<file path="src/hw/rtl/fdf_pkg.sv">
// ----------------------------------------------------------------------------
// fdf_pkg
// shared types, widths and the fixed q16 coefficient table of the fir filter
// ----------------------------------------------------------------------------
package fdf_pkg;

    localparam int SAMPLE_W     = 24;
    localparam int COEF_W       = 16;
    localparam int OUT_W        = 32;
    // sum of |coef| is below 2^18, so 24 + 18 bits plus sign fit with margin
    localparam int ACC_W        = 48;
    localparam int OUT_SHIFT    = 9;
    localparam int ROM_DEPTH    = 64;
    localparam int ROM_AW       = $clog2(ROM_DEPTH);
    localparam int TAPS_DEFAULT = 64;

    typedef logic signed [SAMPLE_W-1:0] t_sample;
    typedef logic signed [COEF_W-1:0]   t_coef;
    typedef logic signed [ACC_W-1:0]    t_acc;
    typedef logic signed [OUT_W-1:0]    t_out;

    localparam t_coef COEF_ROM [ROM_DEPTH] = '{
        -16'sd131,   -16'sd331,   -16'sd546,   -16'sd691,
        -16'sd609,   -16'sd305,    16'sd139,    16'sd473,
         16'sd512,    16'sd181,   -16'sd318,   -16'sd669,
        -16'sd578,    -16'sd45,    16'sd629,    16'sd959,
         16'sd638,   -16'sd237,  -16'sd1117,  -16'sd1347,
        -16'sd594,    16'sd800,   16'sd1943,   16'sd1882,
         16'sd308,  -16'sd2064,  -16'sd3678,  -16'sd2925,
         16'sd902,   16'sd7010,  16'sd13295,  16'sd17269,
        16'sd17269,  16'sd13295,   16'sd7010,    16'sd902,
        -16'sd2925,  -16'sd3678,  -16'sd2064,    16'sd308,
         16'sd1882,   16'sd1943,    16'sd800,   -16'sd594,
        -16'sd1347,  -16'sd1117,   -16'sd237,    16'sd638,
          16'sd959,    16'sd629,    -16'sd45,   -16'sd578,
         -16'sd669,   -16'sd318,    16'sd181,    16'sd512,
          16'sd473,    16'sd139,   -16'sd305,   -16'sd609,
         -16'sd691,   -16'sd546,   -16'sd331,   -16'sd131
    };

    // taps past the end of the table weigh zero
    function automatic t_coef coef_at(input int k);
        t_coef c;
        c = '0;
        if (k >= 0 && k < ROM_DEPTH) begin
            c = COEF_ROM[k[ROM_AW-1:0]];
        end
        return c;
    endfunction

endpackage

</file>
<file path="src/hw/rtl/fdf_cell.sv">
// ----------------------------------------------------------------------------
// fdf_cell
// one tap of the transposed fir chain: multiply, add neighbor sum, register
// ----------------------------------------------------------------------------
module fdf_cell #(
    parameter fdf_pkg::t_coef COEF = '0
) (
    input  logic            i_clk,
    input  logic            i_rst_n,
    input  logic            i_en,
    input  fdf_pkg::t_sample i_x,
    input  fdf_pkg::t_acc   i_sum,
    output fdf_pkg::t_acc   o_sum
);
    import fdf_pkg::*;

    logic signed [SAMPLE_W+COEF_W-1:0] w_prod;
    t_acc r_sum;
    t_acc n_sum;

    assign w_prod = i_x * COEF;
    assign n_sum  = i_sum + t_acc'(w_prod);

    always_ff @(posedge i_clk) begin
        if (!i_rst_n) begin
            r_sum <= '0;
        end else if (i_en) begin
            r_sum <= n_sum;
        end
    end

    assign o_sum = r_sum;

endmodule

</file>
<file path="config.mk">
export PLATFORM = sky130hd
export DESIGN_NAME = fdf_cell
export DESIGN_NICKNAME = d
export VERILOG_FILES = /design/src/hw/rtl/fdf_pkg.sv /design/src/hw/rtl/fdf_cell.sv
export SDC_FILE = /design/constraint.sdc
export NUM_CORES = 1
export LEC_CHECK = 0
export BUFFER_PORTS_ARGS = -buffer_cell sky130_fd_sc_hd__buf_2
export CAP_MARGIN = 40
export CORE_MARGIN = 8
export CORE_UTILIZATION = 40
export CTS_CLUSTER_SIZE = 12
export DETAILED_ROUTE_END_ITERATION = 6
export PLACE_DENSITY = 0.86
export SLEW_MARGIN = 30
export SYNTH_ARGS = -nofsm -noshare
export SYNTH_HDL_FRONTEND = slang
export SYNTH_SLANG_ARGS = --single-unit
</file>
<file path="constraint.sdc">
create_clock -name i_clk -period 1.04 [get_ports i_clk]
set_clock_uncertainty 0.05 [all_clocks]
set_input_delay 0.104 -clock i_clk [delete_from_list [all_inputs] [get_ports i_clk]]
set_output_delay 0.104 -clock i_clk [all_outputs]
set_load 0.01 [all_outputs]
</file>
## Word-level counts from Yosys, hierarchy flattened

Index checks and enable logic that the tools add are counted.
Widths: inputs -> output; s select.

- Bits in registers: 48
- Input port bits: 75
- Logic and storage cells: 1

## Depth between registers and ports, before layout

Gate-level depths: netlist of the first run.

- Depth after elaboration: 0
- Depth in mapped cells: 5
- Depth with buffers taken out: 2

## Least setup slack after synthesis of the first run

No wires, ideal clock.

- Kind: input port to flip-flop
- Start: in i_en
- End: reg r_sum[26], in the netlist o_sum[26]
- Library setup time: 0.116 ns
- Arrival time: 0.693 ns
- Data required time: 0.874 ns
- Slack: 0.181 ns
- Stages on the path: 5
- Path through: buf_4 buf_12 buf_12 mux2i_1 nor2b_1

RTL lines:

| item | RTL line | source |
|---|---|---|
| start, declared | fdf_cell.sv:10 | `input logic i_en,` |
| end signal, assigned | fdf_cell.sv:28 | `r_sum <= n_sum;` |
| end, declared | fdf_cell.sv:18 | `t_acc r_sum;` |

## Worst setup path after layout of the first run

- Start: reg r_sum[39], in the netlist o_sum[39]
- End: out o_sum[39]

RTL lines:

| item | RTL line | source |
|---|---|---|
| end, declared | fdf_cell.sv:13 | `output fdf_pkg::t_acc o_sum` |

No word-level cell between the ends.

==> flow_summary.toml, run 1 <==
[logic_synthesis]
ys_ff_latch = 48
synth_top_cell_area_share = 0.5207
syn_nets = 230
synth_area_leaders = "dfxtp_1 52%, mux2i_1 26%, nor2b_1 16%"
yosysTopAreaCell = "dfxtp_1"
yosysUniqueCellTypes = 7
syn_inst = 155
seq_area_frac_synth = 0.5207
synth_area_um2 = 1846
ys_warn_count = 0
avgSynthCellArea_um2 = 11.91

[finish]
fin_nets = 326
final_cells = 304
antenna_cells = 0
largest_reg_flops = 48
drive_gt1_frac = 0.4206
area_growth_pct = 31.53
final_util = 0.5499

[timing]
rsz0062_at_grt = "no"
finalCriticalPeriod_ns = 0.9189
hold_violations = 0
setup_viol = 0
relSlewSlack = 0.5857
drv_slew = 0
worst_pin_slew_ns = 0.6215
fmax_mhz = 1088
worst_slack_ns = 0.1211
layout_worst_path_cycle_share = 0.8836
setup_tns_ns = 0

[global_routing]
antenna_found_initial = 0
grt_pass1_vias = 1560
grt-ovfl-total = 0
grt_use_total = 0.1132
grt_max_degree = 49
grt_pass1_wl_um = 6762

[setup_path]
crit_family = "flip-flops"
cp.arrival_ns = 0.76
start_kind = "flip-flop"
reg2reg_slack_ns = 0.36
criticalPathCategory = "flip-flop to primary output"
crit_slowest_cell = "dfxtp_1"
regToRegEndpoint = "o_sum[27]"
required_ns = 0.89
worst-path-buf-inv = 1
cp-end-kind = "primary output"
reg2regPathDepth = 2
crit_path_cell_trace = "buf_2"
r2r_start = "o_sum[27]"
crit_fanout = 2
max_stage_delay_ns = 0.34

[worst_hold_path]
hold_start = "i_sum[0]"
hold_path_class = "primary input to flip-flop"
min_to = "o_sum[0]"
hold_depth = 3

[clocking]
cts_setup_buffers = 0
htreeDepth = 2
cts.sinks = 48
clock_latency_ns = 0.28
cts-root-buf = "clkbuf_8"
clk_pin_slew_worst_paths_ns = 0.08
tritoncts = "done"
cts_resized = 0
hold_buffers = 0
cts_max_path_buffers = 2
cts_inserted_buffers = 5

[placed_design]
dp_hpwl_um = 3077
portBuffers = 98
gp_congestion = 0.6247
pre_cts_ws_ns = 0.06147
placed_cells_incl_taps = 296

[floorplan]
rows = 24
die_x_um = 83.93
ios = 123
dieHeight_um = 83.93
core-area_um2 = 4414
initial_utilization = 0.4181
dieArea_um2 = 7043

[routing]
final_antenna_net_count = 0
drc = 0
via_per_inst = 4.563
vias = 1387
first_pass_iters = 4
drt-initial-drc-count = 37
post_drt_wl_per_cell_um = 13.37
drt_wl_total_um = 4064

[pwr]
pwr_density_cell_nw_per_um2 = 1498
p_leak_nw = 1.266
peakVddDrop_mv = 1.027

[outcome]
outcome = "completed"

[flow_run]
cap_violations = 0
==> area by class of cell <==
class / count / area, um2
Multi-Input combinational cell: 96 / 780.7
Tap cell: 52 / 65.06
Timing Repair Buffer: 100 / 530.5
Fill cell: 385 / 1987
Sequential cell: 48 / 960.9
Clock buffer: 8 / 90.09
==> through the flow <==
step,hold WS [ns],cell area [um2],power (mW)
final,0.01988,2427,3.636
after global routing,0.009706,2427,3.837
after CTS,0.005474,2427,3.702
after detailed placement,0.3173,2337,2.585
after global placement,0.3073,2337,2.563
after floorplan,0.2235,1846,2.361
==> power breakdown <==
| group | leakage (nW) | internal [mW] | switching, mW |
|---|---|---|---|
| logic | 0.824 | 0.287 | 0.249 |
| clock network | 0.0455 | 0.543 | 0.562 |
| registers | 0.396 | 1.95 | 0.0492 |
| total | 1.27 | 2.78 | 0.860 |
==> how the worst max path moves through the flow <==
| stage | startpoint | to | cells after the start |
|---|---|---|---|
| after floorplan | i_en | o_sum[26] | 5 |
| after global placement | i_rst_n | o_sum[4] | 2 |
| after detailed placement | i_rst_n | o_sum[47] | 2 |
| after CTS | o_sum[39] | o_sum[39] | 1 |
| after global routing | o_sum[28] | o_sum[28] | 1 |
| final | o_sum[39] | o_sum[39] | 1 |
==> layout by cell type, fill, tap and decap left out <==
cell	netlist	layout
buf_12	3	2
dfxtp_1	48	48
nor2b_1	48	48
mux2i_1	48	48
clkbuf_1	3	2
buf_2	2	98
clkbuf_8	0	6
==> synth_stat cells, drive strengths merged <==
| cell type | number |
|---|---|
| mux2i | 48 |
| nor2b | 48 |
| clkbuf | 3 |
| buf | 8 |
| dfxtp | 48 |
==> cells by family (layout without fill, tap and decap cells) <==
group / count (synthesis) / after routing / share of synthesized area
buffers and inverters: 11 / 108 / 0.05627
DFF: 48 / 48 / 0.5207
muxes: 48 / 48 / 0.2603
and+or+nand+nor: 48 / 48 / 0.1627
==> routing by layer <==
layer	vias up	wire, um	global-route usage
li1	697	-	-
met1	621	1727	0.1100
met2	67	1823	0.1888
met3	2	493	0.07813
met4	0	19	0.03297
met5	-	0	0
Note: power is estimated with default switching activity, not from simulation.
==> inputs of run 2 (changes only) <==
- CTS_BUF_LIST: unset -> sky130_fd_sc_hd__clkbuf_2
==> flow_summary.toml, run 2 (synthesis gave the netlist of run 1 again) <==
[outcome]
outcome = "complete, but fails checks"
failed_checks = "negative setup slack"

[pwr]
p_leak_nw = 1.567
pwr_density_cell_nw_per_um2 = 1114
peakVddDrop_mv = 0.9278

[routing]
final_antenna_net_count = 0
top_layer = "met4"
dr_wl_met2_um = 2924
post_drt_wl_per_cell_um = 16.23
via_per_inst = 4.612
drt_wl_total_um = 5859
first_pass_iters = 3
drt-initial-drc-count = 70
met3_length_um = 561
drc = 0
vias = 1665
drt-met1-wl_um = 2271

[setup_path]
crit_path_cell_trace = "buf_6"
cp-end-kind = "primary output"
required_ns = 0.89
crit_fanout = 2
criticalPathCategory = "flip-flop to primary output"
crit_family = "flip-flops"
crit_slowest_cell = "dfxtp_2"
max_stage_delay_ns = 0.40
start_kind = "flip-flop"
worst-path-buf-inv = 1
cp.arrival_ns = 0.92

[floorplan]
die_x_um = 83.93
initial_utilization = 0.4181
rows = 24
dieHeight_um = 83.93
dieArea_um2 = 7043
core-area_um2 = 4414
ios = 123

[timing]
drv_slew = 0
setup_tns_ns = -0.6869
holdWs_ns = 0.1557
rsz0062_at_grt = "yes"
finalCriticalPeriod_ns = 1.076
setup_viol = 47
worst_slack_ns = -0.03598
layout_worst_path_cycle_share = 1.035
worst_pin_slew_ns = 0.6322
relSlewSlack = 0.5785
hold_violations = 0
fmax_mhz = 929.4

[clocking]
clk_pin_slew_worst_paths_ns = 0.23
cts_inserted_buffers = 5
clock_latency_ns = 0.41
cts-root-buf = "clkbuf_2"
cts.sinks = 48
htreeDepth = 2
cts_max_path_buffers = 2
tritoncts = "done"

[finish]
antenna_cells = 0
mostFrequentLayoutCell = "buf_2"
largest_reg_flops = 48
drive_gt1_frac = 0.5307
finalInstanceArea_um2 = 3284
final_cells = 361
fin_nets = 383
area_growth_pct = 77.97

[placed_design]
place_area_um2 = 2337
portBuffers = 98
dp_hpwl_um = 3077
placed_cells_incl_taps = 296
gp_congestion = 0.6247

[global_routing]
grt_max_degree = 49
antenna_found_initial = 0
grt-ovfl-total = 0
grt_use_total = 0.1661
grt_pass1_wl_um = 9542
grt_pass1_vias = 1858

[worst_hold_path]
hold_path_class = "primary input to flip-flop"

[flow_run]
cap_violations = 0
## run 2: final cells by class
type | count | area (um2)
clock buffer | 7 | 35.03
clock inverter | 1 | 3.754
fill | 277 | 1130
multi-input combinational | 96 | 780.7
sequential | 48 | 1021
tap | 52 | 65.06
timing repair buffer | 157 | 1379
## run 2: repair_timing
item	in CTS	in global routing
hold buffers	48	0
endpoints found under the hold margin	48	0
setup endpoints to repair	48	48
gates resized for setup	96	0
buffers inserted	1	8
## run 2: per-stage QoR
step	util	power [mW]	setup slack, ns
finish	0.7440	3.660	-0.03598
global placement	0.5295	2.563	0.1232
floorplan	-	2.361	0.1806
CTS	0.7304	3.625	-0.04143
detailed placement	0.5295	2.585	0.06147
global route	0.7440	3.841	-0.1014
## run 2: power breakdown
group	total (mW)	switching [mW]	internal [mW]	leakage, nW
Combinational	0.854	0.307	0.547	1.12
Clock	0.752	0.572	0.180	0.0306
Sequential	2.05	0.0795	1.97	0.413
## run 2: path summary, 6_finish.rpt
| path | from | to | slack [ns] | cells past startpoint |
|---|---|---|---|---|
| worst max-delay path | o_sum[12] | o_sum[12] | -0.04 | 1 |
| worst min-delay path | i_en | o_sum[6] | 0.16 | 4 |
| worst max register to register | o_sum[25] | o_sum[25] | 0.11 | 4 |
| worst min register to register | o_sum[22] | o_sum[22] | 0.49 | 2 |
## run 2: metal layers
metal,vias up,global-route usage
met5,-,0
met4,0,0.05808
met3,9,0.08008
met2,71,0.2954
met1,774,0.1629
li1,811,-
==> inputs of run 3 (changes only) <==
- BUFFER_PORTS_ARGS: -buffer_cell sky130_fd_sc_hd__buf_2 -> -buffer_cell sky130_fd_sc_hd__clkbuf_2
==> flow_summary.toml, run 3 (synthesis gave the netlist of run 1 again) <==
[finish]
seqCellArea_um2 = 1021
final_cell_mix = "56 x clkbuf_2, 48 x mux2i_1, 48 x nor2b_1, 48 x dlygate4sd3_1, 48 x dfxtp_2"
nFillCells = 276
fin_nets = 382
mostFrequentLayoutCell = "clkbuf_2"
area_growth_pct = 77.56
antenna_cells = 0
multi_input_area_um2 = 780.7
drive_gt1_frac = 0.5309
finalInstanceArea_um2 = 3277
largest_reg_flops = 48

[floorplan]
core-area_um2 = 4414
die_x_um = 83.93
dieArea_um2 = 7043
dieHeight_um = 83.93
rows = 24
ios = 123
initial_utilization = 0.4181

[setup_path]
crit_fanout = 2
cp-startpoint = "o_sum[23]"
worst-path-buf-inv = 1
regToRegEndpoint = "o_sum[22]"
crit_slowest_cell = "dfxtp_2"
criticalPathCategory = "flip-flop to primary output"
crit_path_cell_trace = "buf_6"
start_kind = "flip-flop"
crit_path_end = "o_sum[23]"
r2r_start = "o_sum[22]"
cp-end-kind = "primary output"
reg2regPathDepth = 3
cp.arrival_ns = 0.90
required_ns = 0.89
crit_family = "flip-flops"
path_depth = 1
reg2reg_slack_ns = 0.18
max_stage_delay_ns = 0.41

[clocking]
clk_pin_slew_worst_paths_ns = 0.22
tritoncts = "done"
htreeDepth = 2
cts_inserted_buffers = 5
cts_max_path_buffers = 2
cts-root-buf = "clkbuf_2"
cts.sinks = 48
clock_latency_ns = 0.39

[routing]
drc = 0
vias = 1705
post_drt_wl_per_cell_um = 17.03
final_antenna_net_count = 0
via_per_inst = 4.749
first_pass_iters = 4
drt-initial-drc-count = 47
drt_wl_total_um = 6112

[timing]
fmax_mhz = 945.8
relSlewSlack = 0.8644
worst_slack_ns = -0.01730
setup_viol = 9
worst_pin_slew_ns = 0.1977
layout_worst_path_cycle_share = 1.017
drv_slew = 0
hold_violations = 0
finalCriticalPeriod_ns = 1.057
rsz0062_at_grt = "yes"

[placed_design]
gp_congestion = 0.6306
pre_cts_ws_ns = 0.06345
place_area_um2 = 2352
dp_hpwl_um = 3162
portBuffers = 98

[global_routing]
grt-ovfl-total = 0
grt_pass1_vias = 1789
grt_max_degree = 29
antenna_found_initial = 0
grt_pass1_wl_um = 8521
grt_use_total = 0.1452

[pwr]
switching_share = 0.2597
clockPowerShare = 0.194
pwr_density_cell_nw_per_um2 = 1105
p_leak_nw = 1.571
power_frac_comb = 0.237
peakVddDrop_mv = 0.8963
seqPwrFrac = 0.569
p_int_mw = 2.680
p_sw_mw = 0.9402
finalPower_mw = 3.620

[worst_hold_path]
hold_path_class = "primary input to flip-flop"

[outcome]
failed_checks = "negative setup slack"
outcome = "complete, but fails checks"

[flow_run]
cap_violations = 0
==> run 3: cell types whose count changed in the layout (fill, tap and decap cells not counted), sizes merged <==
cell    delta
buf       -51
clkbuf    +49
==> run 3: worst register-to-register path: cells and delay by family (launching register included) <==
| family | cells | cell delay, ns |
|---|---|---|
| buf+inv | 1 | 0.13 |
| simple gates | 1 | 0.08 |
| mux | 1 | 0.15 |
| flops | 1 | 0.38 |
==> run 3: final cells by class <==
type / count / share of cell area
repair buffers: 156 / 0.4196
flip-flops and latches: 48 / 0.3116
multi-input cells: 96 / 0.2383
well taps: 52 / 0.01985
clock buffers: 6 / 0.009164
clock inverters: 1 / 0.001527
==> run 3: repair_timing <==
action / 4_1_cts / 5_1_grt
hold endpoints to repair: 48 / 0
buffers inserted: 0 / 6
gates resized for setup: 49 / 97
endpoints found under the setup margin: 48 / 48
hold buffers: 48 / 0
==> run 3: worst min-delay path by stage <==
stage | startpoint | endpoint | slack [ns] | depth (start not counted)
after floorplan | i_sum[0] | o_sum[0] | 0.22 | 2
after global placement | i_sum[14] | o_sum[14] | 0.31 | 3
after detailed placement | i_sum[0] | o_sum[0] | 0.32 | 3
after CTS | i_rst_n | o_sum[16] | 0.04 | 3
after global routing | i_rst_n | o_sum[20] | 0.03 | 3
final | i_rst_n | o_sum[16] | 0.08 | 3
==> run 3: power groups by stage <==
stage	sequential, mW	combinational [mW]	clock (mW)
6_report	2.06	0.859	0.703
5_1_grt	2.07	0.916	0.820
4_1_cts	2.03	0.699	0.745
3_5_place_dp	2.04	0.554	0
3_3_place_gp	2.04	0.536	0
2_1_floorplan	2.09	0.267	0
==> run 3: layer usage <==
| layer | vias up | wire [um] | share of wire | global-route usage |
|---|---|---|---|---|
| li1 | 817 | - | - | - |
| met1 | 792 | 2248 | 0.37 | 0.1357 |
| met2 | 82 | 3191 | 0.52 | 0.2653 |
| met3 | 14 | 532 | 0.087 | 0.07617 |
| met4 | 0 | 140 | 0.023 | 0.04396 |
| met5 | - | 0 | 0 | 0 |
==> run 3: metrics by stage <==
step	util	setup TNS (ns)	hold WS [ns]	cells
after floorplan	-	0	0.2235	155
after global placement	0.5329	0	0.3085	298
after detailed placement	0.5329	0	0.3198	298
after CTS	0.6652	-1.879	0.04001	353
after global routing	0.7423	-3.617	0.02624	359
final	0.7423	-0.05557	0.08254	359
