===== src/hw/rtl/fdf_pkg.sv =====
// ----------------------------------------------------------------------------
// fdf_pkg
// shared types, widths and the fixed q16 coefficient table of the fir filter
// ----------------------------------------------------------------------------
package fdf_pkg;

    localparam int SAMPLE_W     = 24;
    localparam int COEF_W       = 16;
    localparam int OUT_W        = 32;
    // sum of |coef| is below 2^18, so 24 + 18 bits plus sign fit with margin
    localparam int ACC_W        = 48;
    localparam int OUT_SHIFT    = 9;
    localparam int ROM_DEPTH    = 64;
    localparam int ROM_AW       = $clog2(ROM_DEPTH);
    localparam int TAPS_DEFAULT = 64;

    typedef logic signed [SAMPLE_W-1:0] t_sample;
    typedef logic signed [COEF_W-1:0]   t_coef;
    typedef logic signed [ACC_W-1:0]    t_acc;
    typedef logic signed [OUT_W-1:0]    t_out;

    localparam t_coef COEF_ROM [ROM_DEPTH] = '{
        -16'sd131,   -16'sd331,   -16'sd546,   -16'sd691,
        -16'sd609,   -16'sd305,    16'sd139,    16'sd473,
         16'sd512,    16'sd181,   -16'sd318,   -16'sd669,
        -16'sd578,    -16'sd45,    16'sd629,    16'sd959,
         16'sd638,   -16'sd237,  -16'sd1117,  -16'sd1347,
        -16'sd594,    16'sd800,   16'sd1943,   16'sd1882,
         16'sd308,  -16'sd2064,  -16'sd3678,  -16'sd2925,
         16'sd902,   16'sd7010,  16'sd13295,  16'sd17269,
        16'sd17269,  16'sd13295,   16'sd7010,    16'sd902,
        -16'sd2925,  -16'sd3678,  -16'sd2064,    16'sd308,
         16'sd1882,   16'sd1943,    16'sd800,   -16'sd594,
        -16'sd1347,  -16'sd1117,   -16'sd237,    16'sd638,
          16'sd959,    16'sd629,    -16'sd45,   -16'sd578,
         -16'sd669,   -16'sd318,    16'sd181,    16'sd512,
          16'sd473,    16'sd139,   -16'sd305,   -16'sd609,
         -16'sd691,   -16'sd546,   -16'sd331,   -16'sd131
    };

    // taps past the end of the table weigh zero
    function automatic t_coef coef_at(input int k);
        t_coef c;
        c = '0;
        if (k >= 0 && k < ROM_DEPTH) begin
            c = COEF_ROM[k[ROM_AW-1:0]];
        end
        return c;
    endfunction

endpackage


===== src/hw/rtl/fdf_out_stage.sv =====
// ----------------------------------------------------------------------------
// fdf_out_stage
// tap zero, scaling shift, saturation and a two-entry output buffer
// ----------------------------------------------------------------------------
module fdf_out_stage (
    input  logic             i_clk,
    input  logic             i_rst_n,
    input  logic             i_push,
    input  fdf_pkg::t_sample i_x,
    input  fdf_pkg::t_acc    i_psum,
    input  logic             i_ready,
    output logic             o_valid,
    output fdf_pkg::t_out    o_data,
    output logic             o_full
);
    import fdf_pkg::*;

    localparam t_coef COEF0 = coef_at(0);

    logic signed [SAMPLE_W+COEF_W-1:0] w_prod;
    t_acc  w_total;
    t_acc  w_shift;
    t_out  w_sat;
    logic  w_pop;

    t_out        r_mem [2];
    logic        r_wr;
    logic        r_rd;
    logic [1:0]  r_cnt;
    logic [1:0]  n_cnt;

    assign w_prod  = i_x * COEF0;
    assign w_total = i_psum + t_acc'(w_prod);
    assign w_shift = w_total >>> OUT_SHIFT;

    // saturate when the bits above the result disagree with its sign
    always_comb begin
        if (&w_shift[ACC_W-1:OUT_W-1] || ~|w_shift[ACC_W-1:OUT_W-1]) begin
            w_sat = w_shift[OUT_W-1:0];
        end else if (w_shift[ACC_W-1]) begin
            w_sat = {1'b1, {(OUT_W-1){1'b0}}};
        end else begin
            w_sat = {1'b0, {(OUT_W-1){1'b1}}};
        end
    end

    assign o_valid = (r_cnt != 2'd0);
    assign o_full  = (r_cnt == 2'd2);
    assign o_data  = r_mem[r_rd];
    assign w_pop   = o_valid && i_ready;

    always_comb begin
        unique case ({i_push, w_pop})
            2'b10:   n_cnt = r_cnt + 2'd1;
            2'b01:   n_cnt = r_cnt - 2'd1;
            default: n_cnt = r_cnt;
        endcase
    end

    always_ff @(posedge i_clk) begin
        if (i_push) begin
            r_mem[r_wr] <= w_sat;
        end
    end

    always_ff @(posedge i_clk) begin
        if (!i_rst_n) begin
            r_wr  <= 1'b0;
            r_rd  <= 1'b0;
            r_cnt <= 2'd0;
        end else begin
            r_cnt <= n_cnt;
            if (i_push) begin
                r_wr <= ~r_wr;
            end
            if (w_pop) begin
                r_rd <= ~r_rd;
            end
        end
    end

endmodule


===== config.mk =====
export PLATFORM = sky130hd
export DESIGN_NAME = fdf_out_stage
export DESIGN_NICKNAME = d
export VERILOG_FILES = /design/src/hw/rtl/fdf_pkg.sv /design/src/hw/rtl/fdf_out_stage.sv
export SDC_FILE = /design/constraint.sdc
export NUM_CORES = 1
export LEC_CHECK = 0
export BUFFER_PORTS_ARGS = -buffer_cell sky130_fd_sc_hd__buf_2
export CORE_ASPECT_RATIO = 1.1
export CORE_UTILIZATION = 37
export CTS_BUF_LIST = sky130_fd_sc_hd__clkbuf_16
export DETAILED_ROUTE_END_ITERATION = 7
export PLACE_DENSITY = 0.68
export SLEW_MARGIN = 20
export SYNTH_ARGS = -nofsm -noshare
export SYNTH_HDL_FRONTEND = slang
export SYNTH_SLANG_ARGS = --single-unit

===== constraint.sdc =====
create_clock -name i_clk -period 7.3 [get_ports i_clk]
set_input_delay 1.825 -clock i_clk [delete_from_list [all_inputs] [get_ports i_clk]]
set_output_delay 1.825 -clock i_clk [all_outputs]
set_load 0.02 [all_outputs]

Word-level counts from Yosys, hierarchy flattened. Memories as Yosys holds them, arrays and structs flattened. A register that Yosys moved wholly into a read port is not among the register bits. Cells that the tools add are included.

Register bits after elaboration: 4. RAM bits: 64. Input bits: 76. Output and inout port bits: 34. Word-level logic and storage cells: 27. Memories: 1.

Memories: r_mem (words 2, width 32, rd ports 1, clocked after Yosys merged registers in 1, wr ports 1, line fdf_out_stage.sv:26) `t_out r_mem [2];`.

Add/subtract/negate cells: 3. $mul: 1. Equal/unequal tests: 3. Multiplexer cells: 7. Bitwise gates (word level): 2. Reduce and logical (&&, ||, !) cells: 7.

Operators by type and width (number): $mux W32 (2); $add A48 B33 Y48 (1); $mul A24 B9 Y33 const B (1); $reduce_and A8 Y1 (1); $reduce_or A8 Y1 (1); $eq A2 B2 Y1 const B (2); $mux W1 (4); $pmux W2 S2 (1); $reduce_bool A2 Y1 (2); $add A2 B1 Y2 const B (1); $eq A2 B1 Y1 const B (1); $not A1 Y1 (2); $sub A2 B1 Y2 const B (1); $logic_and A1 B1 Y1 (1); $logic_not A1 Y1 (1); $logic_or A1 B1 Y1 (1).

Longest topological paths before layout. Gate-level depths: netlist of the first run.

Depth in word-level cells: 6. Gate-level depth with buffers: 23. Depth with buffers taken out: 20.

Worst setup path before layout of the first run. No wires, ideal clock.

Kind: input to register. From: input i_x[8]. To: memory r_mem[0][10] in the netlist's numbering, data pin. Library setup time: 0.265 ns. Arrival: 7.114 ns. Required time: 7.035 ns. Path slack: -0.079 ns. Stages on the path: 21. Buffers on the path: 1. Cells stage by stage: inv_1 fa_1 inv_1 fa_1 fa_1 fa_1 inv_1 fa_1 inv_1 ha_1 and4_4 and3_4 a21oi_2 a31oi_2 a31oi_2 a21oi_2 xnor2_1 or3b_4 o41ai_4 buf_6 a21oi_2.

Word-level cells in the longest chain between the ends: 6. Elaborated cells between the ends (all ways): 8. Those cells by class: 1 x add/sub; 1 x mul; 2 x mux; 4 x reduce/logical.

Ends and longest elaborated chain: start: declaration (line fdf_out_stage.sv:9) `input fdf_pkg::t_sample i_x,`; $mul A24 B9 Y33 * (line fdf_out_stage.sv:32) `assign w_prod = i_x * COEF0;`; $add A48 B33 Y48 * (line fdf_out_stage.sv:33) `assign w_total = i_psum + t_acc'(w_prod);`; $reduce_or A8 Y1 (line fdf_out_stage.sv:38) `if (&w_shift[ACC_W-1:OUT_W-1] || ~|w_shift[ACC_W-1:OUT_W-1]) begin`; $logic_not A1 Y1 (line fdf_out_stage.sv:38); $logic_or A1 B1 Y1 (line fdf_out_stage.sv:38); $mux W32 * (line fdf_out_stage.sv:38); named net w_sat[10] (line fdf_out_stage.sv:23) `t_out w_sat;`; end: declaration (line fdf_out_stage.sv:26).

The timed path passes the listed nets; every way through them passes the cells marked *.

Worst setup path in the final report of the first run.
From: input i_x[8]. To: memory r_mem[1][8] in the netlist's numbering, data pin.

The elaborated chain is that of the path after synthesis.

==> impl_metrics.json, run 1 <==
{
  "run_status": "finished, violations left",
  "failed_checks": "negative setup slack",
  "yosys_most_used_dff": "sky130_fd_sc_hd__edfxtp_1",
  "tightestPinTransition_ns": 0.701,
  "timing.hold.worst_path_depth": 2,
  "cp-start-kind": "input port",
  "dr.pass1.iters": 5,
  "ff2ff_path_depth": 5,
  "fraction_of_registers_with_async_set_reset_pct": 0,
  "critical_path.top_delay_family": "adder cells",
  "num-nets-final": 1762,
  "seq_area_frac_synth_pct": 18.1,
  "final_report_hold_violation_count": 0,
  "cap_viol_max_count": 0,
  "critical_path_sink_type": "flip-flop",
  "path_cells": "buf_8, clkinvlp_4, fa_1, inv_2, fa_1, fa_1, fa_1, inv_2, fa_1, inv_2, ha_4, nand4_1, o22ai_2, a21oi_4, o311a_1, nor3_2, buf_4, a21oi_2, xor2_2, nand2_2, o41ai_4, buf_6, clkbuf_16, a21oi_4",
  "worstHoldPathType": "flip-flop to flip-flop",
  "worst-path-stages": 24,
  "h-tree-depth": 3,
  "criticalPathCategory": "input port to flip-flop",
  "areaGrowthSynthToFinish_pct": 26.6,
  "wirelength_mm": 25.3,
  "syn-instance-count": 1124,
  "globalplace.congestion": 0.890,
  "rsz0062_at_grt": "true",
  "path_common_cell": "sky130_fd_sc_hd__fa_1",
  "floorplan.initialDensity_pct": 37.8,
  "max_stage_delay_ns": 0.57,
  "crit_buf_inv": 8,
  "worst_slack_ns": -0.0558,
  "layout_common_cells": "sky130_fd_sc_hd__inv_1 (287), sky130_fd_sc_hd__fa_1 (153), sky130_fd_sc_hd__buf_4 (149)",
  "fmaxAchievable_mhz": 136,
  "fp.dieArea_um2": 31000,
  "fill_cells": 2684,
  "mappedNetlistArea_um2": 11200,
  "cts_root_buf": "sky130_fd_sc_hd__clkbuf_16",
  "setup_tns_ns": -1.60,
  "hpwlAfterDp_mm": 21.4,
  "layout_commonest_cell": "sky130_fd_sc_hd__inv_1",
  "synth-edff-count": 64,
  "timing.final.setup_violations": 62,
  "synthDistinctLibCells": 69,
  "yosys_register_bits": 69,
  "place_area_um2": 13200,
  "required_ns": 7.36,
  "global_route.usage.total_pct": 16.3,
  "cts.sinks": 69,
  "largest_net_degree_at_the_start_of_global_routing": 34,
  "clock_tree.buffer_depth": 2,
  "postRouteAntennaNets": 0,
  "number_of_antenna_violations_at_the_first_check_in_global_routing": 0,
  "grt_pass1_wl_mm": 40.6,
  "drt_iter0_drc": 313,
  "cts_tree": "built",
  "wl_per_cell_um": 14.5,
  "synth.net_count": 1513,
  "port-buffer-count": 109,
  "worst-endpoint-arrival_ns": 7.42,
  "post_route_cells_drive_above_1_share_pct": 30.4,
  "area_occupied_by_registers_um2": 2020,
  "n_antenna_cell": 0,
  "critPathSlowestCell": "sky130_fd_sc_hd__fa_1",
  "vias_per_cell": 4.79,
  "cts_buffers": 9,
  "cts.reportedPaths.clkPinSlew_ns": 0.05,
  "multi_input_area_um2": 8500,
  "drt_drc_violations_left": 0,
  "die_width_um": 168,
  "post-place-ws_ns": -0.536,
  "period_minus_slack_ns": 7.36,
  "core_um2": 29600,
  "grt-ovfl-total": 0,
  "fp.dieH_um": 184,
  "fin_util_pct": 47.8,
  "synthesis_warnings": 0,
  "number_of_global_route_vias_before_repair": 8559,
  "dr_total_vias": 8392,
  "post-route-period-util_pct": 101,
  "slew_violations": 0,
  "rows": 66,
  "boundaryPins": 110,
  "worst_slew_margin_rel_pct": 52.7,
  "final_area_um2": 14200,
  "postSynthAreaPerCell_um2": 9.96,
  "worst_clock_skew_ns": 0.00380,
  "worstPathMaxFanout": 6,
  "clk_latency_ns": 0.33
}
==> registers in the layout, indices dropped and copies added, names as in the netlist, named ones only <==
| register | count |
|---|---|
| r_wr | 1 |
| r_cnt | 2 |
| r_mem | 64 |
| r_rd | 1 |
==> area by class of cell <==
type	instances	share of cell area [%]
multi-input combinational	732	60.0
sequential	69	14.3
timing repair buffer	265	12.8
inverter	296	7.87
tap	374	3.30
clock buffer	9	1.59
clock inverter	6	0.177
==> through the flow <==
step	instances	hold WS [ns]
after global routing	1751	0.537
final	1751	0.510
after detailed placement	1722	0.511
after global placement	1722	0.478
after CTS	1742	0.518
after floorplan	1124	0.468
==> cell families (layout without fill, tap and decap cells) <==
family | after synthesis | after routing | synth area share [%]
AOI/OAI and AO/OA | 180 | 180 | 11.1
muxes | 35 | 35 | 3.51
xor gates and xnor gates | 48 | 48 | 3.76
DFF | 69 | 69 | 18.1
buffers and inverters | 323 | 576 | 11.2
adders and majority gates | 313 | 313 | 45.3
and+or+nand+nor | 156 | 156 | 7.05
==> what timing repair did <==
| item | in CTS | in global routing |
|---|---|---|
| resized for setup | 35 | 69 |
| cloned | 1 | 2 |
| setup buffers | 4 | 7 |
| setup endpoints to repair | 62 | 62 |
| endpoints found under the hold margin | 0 | 0 |
| pin swaps | 12 | 27 |
| hold buffers | 0 | 0 |
==> metal layers <==
layer	share of wire, %	wire length [µm]	vias up	global-route usage, %
li1	-	-	4126	-
met4	1.4	352	0	4.51
met3	3.2	800	27	1.76
met5	0	0	-	0
met2	51	12900	145	28.9
met1	45	11300	4094	21.0
==> cell usage after synthesis, types with 2 or more instances <==
library cell | n | share of area, %
sky130_fd_sc_hd__buf_4 | 2 | 0.13
sky130_fd_sc_hd__nor2b_1 | 8 | 0.45
sky130_fd_sc_hd__or2_2 | 2 | 0.11
sky130_fd_sc_hd__edfxtp_1 | 64 | 17
sky130_fd_sc_hd__a21oi_1 | 65 | 2.9
sky130_fd_sc_hd__and3_1 | 2 | 0.11
sky130_fd_sc_hd__a31oi_2 | 2 | 0.22
sky130_fd_sc_hd__ha_1 | 159 | 18
sky130_fd_sc_hd__mux2_2 | 34 | 3.4
sky130_fd_sc_hd__o41ai_1 | 2 | 0.16
sky130_fd_sc_hd__o21bai_1 | 8 | 0.54
sky130_fd_sc_hd__a21o_1 | 6 | 0.40
sky130_fd_sc_hd__dfxtp_1 | 5 | 0.89
sky130_fd_sc_hd__o21ai_1 | 6 | 0.27
sky130_fd_sc_hd__o22ai_1 | 2 | 0.11
sky130_fd_sc_hd__o31ai_1 | 2 | 0.13
sky130_fd_sc_hd__fa_1 | 154 | 28
sky130_fd_sc_hd__nor2_1 | 37 | 1.2
sky130_fd_sc_hd__clkbuf_1 | 7 | 0.23
sky130_fd_sc_hd__o21a_1 | 4 | 0.27
sky130_fd_sc_hd__a21oi_2 | 32 | 2.5
sky130_fd_sc_hd__xor2_1 | 17 | 1.3
sky130_fd_sc_hd__and3_4 | 2 | 0.20
sky130_fd_sc_hd__nor3_1 | 12 | 0.54
sky130_fd_sc_hd__xnor2_1 | 31 | 2.4
sky130_fd_sc_hd__nand4_1 | 19 | 1.1
sky130_fd_sc_hd__o211ai_1 | 4 | 0.27
sky130_fd_sc_hd__nand3_1 | 7 | 0.31
sky130_fd_sc_hd__buf_2 | 12 | 0.54
sky130_fd_sc_hd__and2_1 | 4 | 0.22
sky130_fd_sc_hd__a22oi_1 | 2 | 0.13
sky130_fd_sc_hd__inv_1 | 296 | 9.9
sky130_fd_sc_hd__nand2_1 | 46 | 1.5
sky130_fd_sc_hd__or3_1 | 3 | 0.17
sky130_fd_sc_hd__buf_1 | 3 | 0.10
sky130_fd_sc_hd__nand2b_1 | 3 | 0.17
sky130_fd_sc_hd__o311a_1 | 2 | 0.18
sky130_fd_sc_hd__buf_6 | 3 | 0.30
sky130_fd_sc_hd__a211oi_1 | 2 | 0.13
sky130_fd_sc_hd__o21ai_0 | 24 | 1.1
==> tightest hold or removal path: stages (launching register included) <==
cell and delay [ns]:
sky130_fd_sc_hd__dfxtp_1 0.31, sky130_fd_sc_hd__o21ai_0 0.07, sky130_fd_sc_hd__a21boi_0 0.08
==> worst paths after layout <==
check	start	endpoint	slack, ns
max	i_x[8]	r_mem[1][8]$_DFFE_PP_	-0.06
min	r_cnt[1]$_SDFFE_PN0P_	r_cnt[1]$_SDFFE_PN0P_	0.51
max reg2reg	r_cnt[0]$_SDFFE_PN0P_	r_cnt[1]$_SDFFE_PN0P_	5.56
min reg2reg	r_cnt[1]$_SDFFE_PN0P_	r_cnt[1]$_SDFFE_PN0P_	0.51
Power of run 1 is not shown: default switching activity piles up to over one toggle a cycle in this logic, so the estimate is an artifact.
==> run 2, diff against run 1 <==
--- a/config.mk
+++ b/config.mk
@@ -11,6 +11,7 @@
 export CTS_BUF_LIST = sky130_fd_sc_hd__clkbuf_16
 export DETAILED_ROUTE_END_ITERATION = 7
 export PLACE_DENSITY = 0.68
+export SETUP_SLACK_MARGIN = 0.02
 export SLEW_MARGIN = 20
 export SYNTH_ARGS = -nofsm -noshare
 export SYNTH_HDL_FRONTEND = slang
==> run 2 against run 1 <==
  * The flow still finishes with violations (negative setup slack)
  * Die area stayed put
  * Setup slack worse by 0.0093 ns
  * Wire length is 2.3% lower
  * Via count is 0.88% lower
  * Non-clock buffer count is 6 lower
  * Sequential cell count stayed put
  * Register-to-register slack hardly changed
  * Clock skew is 0.0015 ns higher
  * Critical path type unchanged
==> impl_metrics.json, run 2 (same netlist as run 1, synthesis figures left out) <==
{
  "number_of_global_route_vias_before_repair": 8436,
  "fmaxAchievable_mhz": 136,
  "fill_cells": 2707,
  "cts_tree": "built",
  "number_of_antenna_violations_at_the_first_check_in_global_routing": 0,
  "cts_buffers": 9,
  "post_route_cells_drive_above_1_share_pct": 30.8,
  "worstHoldPathType": "flip-flop to flip-flop",
  "cts.reportedPaths.clkPinSlew_ns": 0.05,
  "cap_viol_max_count": 0,
  "timing.hold.worst_path_depth": 2,
  "fp.dieH_um": 184,
  "wl_per_cell_um": 14.2,
  "largest_reg_flops": 64,
  "final_area_um2": 14100,
  "slew_violations": 0,
  "setup_tns_ns": -2.86,
  "globalplace.congestion": 0.906,
  "drt_iter0_drc": 228,
  "place_area_um2": 13100,
  "postRouteAntennaNets": 0,
  "multi_input_area_um2": 8420,
  "post-place-ws_ns": -0.657,
  "layout_common_cells": "sky130_fd_sc_hd__inv_1 (281), sky130_fd_sc_hd__fa_1 (149), sky130_fd_sc_hd__ha_1 (148)",
  "fp.dieArea_um2": 31000,
  "num-nets-final": 1756,
  "die_width_um": 168,
  "rsz0062_at_grt": "true",
  "wirelength_mm": 24.7,
  "top_register": "r_mem",
  "finalHoldWorstSlack_ns": 0.525,
  "worstPathMaxFanout": 8,
  "criticalPathCategory": "input port to flip-flop",
  "cp-start-kind": "input port",
  "ff2ff_path_depth": 5,
  "grt-ovfl-total": 0,
  "area_occupied_by_registers_um2": 2020,
  "required_ns": 7.37,
  "critical_path_sink_type": "flip-flop",
  "timing.final.setup_violations": 62,
  "drt_drc_violations_left": 0,
  "worst-endpoint-arrival_ns": 7.43,
  "clk_latency_ns": 0.33,
  "hpwlAfterDp_mm": 20.9,
  "cts.sinks": 69,
  "worst_clock_skew_ns": 0.00529,
  "period_minus_slack_ns": 7.37,
  "post-route-period-util_pct": 101,
  "run_status": "finished, violations left",
  "core_um2": 29600,
  "h-tree-depth": 3,
  "clock_tree.buffer_depth": 2,
  "grt_pass1_wl_mm": 39.6,
  "cts_root_buf": "sky130_fd_sc_hd__clkbuf_16",
  "dr.pass1.iters": 5,
  "dr_total_vias": 8318,
  "largest_net_degree_at_the_start_of_global_routing": 34,
  "worst_slack_ns": -0.0651,
  "tightestPinTransition_ns": 0.667,
  "layout_commonest_cell": "sky130_fd_sc_hd__inv_1",
  "global_route.usage.total_pct": 16.0,
  "hold_buffers": 0,
  "largest_registers": "r_mem (64), r_cnt (2)",
  "worst_slew_margin_rel_pct": 54.9,
  "vias_per_cell": 4.76,
  "rows": 66,
  "port-buffer-count": 109,
  "areaGrowthSynthToFinish_pct": 25.9,
  "final_report_hold_violation_count": 0,
  "floorplan.initialDensity_pct": 37.8,
  "boundaryPins": 110,
  "worst-r2r-setup-slack_ns": 5.56,
  "failed_checks": "negative setup slack",
  "n_antenna_cell": 0
}
run 2: per-layer routing:
| layer | up-vias | share of wire [%] | GRT usage [%] |
|---|---|---|---|
| met5 | - | 0 | 0 |
| met3 | 21 | 3.2 | 1.67 |
| met1 | 4049 | 44 | 20.5 |
| met4 | 0 | 1.5 | 3.78 |
| met2 | 138 | 51 | 28.7 |
| li1 | 4110 | - | - |
run 2: repair_timing:
item | 4_1_cts | 5_1_grt
setup endpoints to repair | 62 | 62
setup buffers | 10 | 6
gates resized for setup | 41 | 74
cloned | 3 | 0
pin swaps | 7 | 37
run 2: worst max-delay path: stages:
cell and delay (ns):
sky130_fd_sc_hd__buf_4 0.10, sky130_fd_sc_hd__clkinvlp_4 0.13, sky130_fd_sc_hd__fa_1 0.55, sky130_fd_sc_hd__inv_1 0.05, sky130_fd_sc_hd__fa_1 0.45, sky130_fd_sc_hd__fa_1 0.50, sky130_fd_sc_hd__fa_1 0.54, sky130_fd_sc_hd__inv_2 0.04
sky130_fd_sc_hd__fa_1 0.51, sky130_fd_sc_hd__inv_2 0.05, sky130_fd_sc_hd__ha_4 0.27, sky130_fd_sc_hd__buf_4 0.12, sky130_fd_sc_hd__buf_4 0.12, sky130_fd_sc_hd__nand2_1 0.05, sky130_fd_sc_hd__o21ai_1 0.21, sky130_fd_sc_hd__a21oi_4 0.08
sky130_fd_sc_hd__a31oi_4 0.27, sky130_fd_sc_hd__a31oi_4 0.15, sky130_fd_sc_hd__a21oi_4 0.21, sky130_fd_sc_hd__xnor2_2 0.14, sky130_fd_sc_hd__or3b_4 0.41, sky130_fd_sc_hd__o41ai_4 0.22, sky130_fd_sc_hd__buf_6 0.19, sky130_fd_sc_hd__buf_12 0.17
sky130_fd_sc_hd__a21oi_4 0.07
run 2: area by class of cell:
cell class / count / area share, %
Clock inverter: 7 / 0.479
Inverter: 296 / 7.99
Clock buffer: 9 / 1.60
Tap cell: 374 / 3.32
Timing Repair Buffer: 259 / 12.5
Sequential cell: 69 / 14.3
Multi-Input combinational cell: 732 / 59.8
run 2: stage by stage:
step                utilization, %  cells
floorplan                        -   1124
detailed placement            44.3   1715
global placement              44.3   1715
global route                  47.5   1746
CTS                           46.6   1744
finish                        47.5   1746
run 2: path summary, 6_finish.rpt:
path,to,from
worst min register to register,r_cnt[1]$_SDFFE_PN0P_,r_cnt[1]$_SDFFE_PN0P_
worst max-delay path,r_mem[0][9]$_DFFE_PP_,i_x[11]
worst min-delay path,r_cnt[1]$_SDFFE_PN0P_,r_cnt[1]$_SDFFE_PN0P_
worst max register to register,r_cnt[1]$_SDFFE_PN0P_,r_cnt[0]$_SDFFE_PN0P_
Power of run 2 is left out for the same reason.
==> run 3, diff against run 2 <==
--- a/config.mk
+++ b/config.mk
@@ -6,11 +6,13 @@
 export NUM_CORES = 1
 export LEC_CHECK = 0
 export BUFFER_PORTS_ARGS = -buffer_cell sky130_fd_sc_hd__buf_2
+export CELL_PAD_IN_SITES_DETAIL_PLACEMENT = 2
+export CELL_PAD_IN_SITES_GLOBAL_PLACEMENT = 2
 export CORE_ASPECT_RATIO = 1.1
-export CORE_UTILIZATION = 37
+export CORE_UTILIZATION = 36
 export CTS_BUF_LIST = sky130_fd_sc_hd__clkbuf_16
 export DETAILED_ROUTE_END_ITERATION = 7
-export PLACE_DENSITY = 0.68
+export PLACE_DENSITY = 0.91
 export SETUP_SLACK_MARGIN = 0.02
 export SLEW_MARGIN = 20
 export SYNTH_ARGS = -nofsm -noshare
==> run 3 against run 2 <==
  * The flow finishes with violations (max-capacitance violations, max-slew violations, negative setup slack)
  * Utilization is 0.48 points higher
  * Setup slack worse by 2.2 ns
  * Fmax is 23% lower
  * Cell area is 4.0% higher
  * Highest routed layer is now met5
  * Register-to-register slack worse by 0.42 ns
  * Critical path depth is 3 lower
  * Wire length grew to 3.2 times the previous value
  * Die area is 2.7% higher
  * Non-clock buffer count is 23 higher
==> impl_metrics.json, run 3 (same netlist as run 1, synthesis figures left out) <==
{
  "cts.reportedPaths.clkPinSlew_ns": 0.07,
  "boundaryPins": 110,
  "fp.dieArea_um2": 31800,
  "final_area_um2": 14700,
  "largest_reg_flops": 64,
  "largest_net_degree_at_the_start_of_global_routing": 34,
  "cts.sinks": 69,
  "post_route_cells_drive_above_1_share_pct": 34.0,
  "port-buffer-count": 109,
  "floorplan.initialDensity_pct": 36.7,
  "finalHoldWorstSlack_ns": 0.661,
  "required_ns": 7.37,
  "fin_util_pct": 48.0,
  "wl_per_cell_um": 44.0,
  "post-route-period-util_pct": 132,
  "worst-endpoint-arrival_ns": 9.67,
  "cts_root_buf": "sky130_fd_sc_hd__clkbuf_16",
  "wirelength_mm": 79.7,
  "fill_cells": 3165,
  "worst_clock_skew_ns": 0.00809,
  "cp-start-kind": "input port",
  "cts_buffers": 9,
  "timing.hold.worst_path_depth": 2,
  "number_of_antenna_violations_at_the_first_check_in_global_routing": 7,
  "num-nets-final": 1779,
  "cap_viol_max_count": 1,
  "worstPathMaxFanout": 8,
  "failed_checks": "max-capacitance violations, max-slew violations, negative setup slack",
  "vias_per_cell": 6.51,
  "areaGrowthSynthToFinish_pct": 30.9,
  "h-tree-depth": 3,
  "worst_slew_margin_rel_pct": -34.3,
  "core_um2": 30500,
  "fmaxAchievable_mhz": 104,
  "criticalPathCategory": "input port to flip-flop",
  "period_minus_slack_ns": 9.60,
  "top_register": "r_mem",
  "place_area_um2": 13300,
  "layout_common_cells": "sky130_fd_sc_hd__inv_1 (277), sky130_fd_sc_hd__buf_4 (158), sky130_fd_sc_hd__fa_1 (145), sky130_fd_sc_hd__ha_1 (145), sky130_fd_sc_hd__buf_2 (104)",
  "timing.final.setup_violations": 64,
  "worst-r2r-setup-slack_ns": 5.14,
  "worstHoldPathType": "flip-flop to flip-flop",
  "dr.pass1.iters": 5,
  "critical_path_sink_type": "flip-flop",
  "rows": 67,
  "hpwlAfterDp_mm": 39.4,
  "run_status": "finished, violations left",
  "tightestPinTransition_ns": 1.99,
  "die_width_um": 170,
  "drt_iter0_drc": 1408,
  "grt-ovfl-total": 0,
  "post-place-ws_ns": -1.04,
  "largest_registers": "r_mem (64), r_cnt (2)",
  "drt_drc_violations_left": 0,
  "clock_tree.buffer_depth": 2,
  "fp.dieH_um": 187,
  "capture_point_of_the_worst_reg_to_reg_path": "r_cnt[1]$_SDFFE_PN0P_",
  "worst_slack_ns": -2.30,
  "global_route.usage.total_pct": 39.0,
  "ff2ff_path_depth": 5,
  "postRouteAntennaNets": 0,
  "globalplace.congestion": 0.842,
  "rsz0062_at_grt": "true",
  "slew_violations": 3,
  "final_report_hold_violation_count": 0,
  "worstHoldStart": "r_rd$_SDFFE_PN0P_",
  "grt_pass1_wl_mm": 88.3,
  "cts_tree": "built",
  "dr_total_vias": 11806,
  "clk_latency_ns": 0.35,
  "number_of_global_route_vias_before_repair": 12554,
  "reg2reg_from": "r_cnt[1]$_SDFFE_PN0P_",
  "layout_commonest_cell": "sky130_fd_sc_hd__inv_1"
}
run 3: cell count changes in the layout (fill, tap and decap cells not counted), moves of 5 or more:
cell	before	now
sky130_fd_sc_hd__a21oi_4	24	34
sky130_fd_sc_hd__buf_4	144	158
sky130_fd_sc_hd__a21oi_2	25	17
sky130_fd_sc_hd__diode_2	0	5
sky130_fd_sc_hd__nor2_1	33	28
run 3: worst max-delay path, cell delays in order:
cell and delay, ns:
sky130_fd_sc_hd__buf_2 0.16, sky130_fd_sc_hd__buf_4 0.16, sky130_fd_sc_hd__ha_1 0.76, sky130_fd_sc_hd__fa_1 0.56, sky130_fd_sc_hd__fa_1 0.47, sky130_fd_sc_hd__fa_1 0.63, sky130_fd_sc_hd__inv_1 0.11, sky130_fd_sc_hd__fa_1 0.81
sky130_fd_sc_hd__inv_1 0.16, sky130_fd_sc_hd__ha_4 0.36, sky130_fd_sc_hd__nand4_1 0.23, sky130_fd_sc_hd__o22ai_1 0.34, sky130_fd_sc_hd__a21oi_2 0.15, sky130_fd_sc_hd__a221oi_4 0.68, sky130_fd_sc_hd__nor2_4 0.10, sky130_fd_sc_hd__o32ai_1 0.46
sky130_fd_sc_hd__o31ai_4 0.18, sky130_fd_sc_hd__nor3_4 0.44, sky130_fd_sc_hd__a41oi_4 0.21, sky130_fd_sc_hd__buf_12 0.19, sky130_fd_sc_hd__buf_12 0.15, sky130_fd_sc_hd__a21oi_2 0.48
run 3: worst max path at each step:
stage / from / endpoint / slack (ns) / cells past startpoint
2_1_floorplan: i_x[23] / r_mem[0][10]$_DFFE_PP_ / 0.02 / 21
3_3_place_gp: i_x[6] / r_mem[0][30]$_DFFE_PP_ / -0.42 / 22
3_5_place_dp: i_x[11] / r_mem[0][30]$_DFFE_PP_ / -1.04 / 22
4_1_cts: i_x[8] / r_mem[0][17]$_DFFE_PP_ / -0.32 / 23
5_1_grt: i_x[15] / r_mem[0][16]$_DFFE_PP_ / -1.88 / 23
6_report: i_x[3] / r_mem[0][16]$_DFFE_PP_ / -2.30 / 22
run 3: area by class of cell:
| class | instances | area, µm² | share of cell area (%) |
|---|---|---|---|
| Clock buffer | 9 | 225 | 1.54 |
| Timing Repair Buffer | 282 | 2060 | 14.0 |
| Antenna cell | 5 | 12.5 | 0.0854 |
| Sequential cell | 69 | 2020 | 13.8 |
| Multi-Input combinational cell | 732 | 8640 | 59.0 |
| Inverter | 296 | 1140 | 7.76 |
| Clock inverter | 7 | 41.3 | 0.282 |
| Tap cell | 414 | 518 | 3.54 |
run 3: metrics by stage:
step	TNS, ns	cells
2_1_floorplan	0	1124
3_3_place_gp	-24.05	1766
3_5_place_dp	-62.24	1766
4_1_cts	-19.32	1801
5_1_grt	-110.37	1810
6_report	-128.89	1814
run 3: repair_timing:
item                       4_1_cts  5_1_grt
gates resized for setup         99       76
hold buffers                     0        0
setup endpoints to repair       64       64
pin swaps                       25       21
setup buffers                   15        9
cloned                           4        1
run 3: per-layer routing:
metal,share of wire [%],global-route usage (%)
met1,31,38.3
met2,43,67.6
met3,13,9.44
met4,13,35.3
met5,0.30,0
Power of run 3 is left out for the same reason.
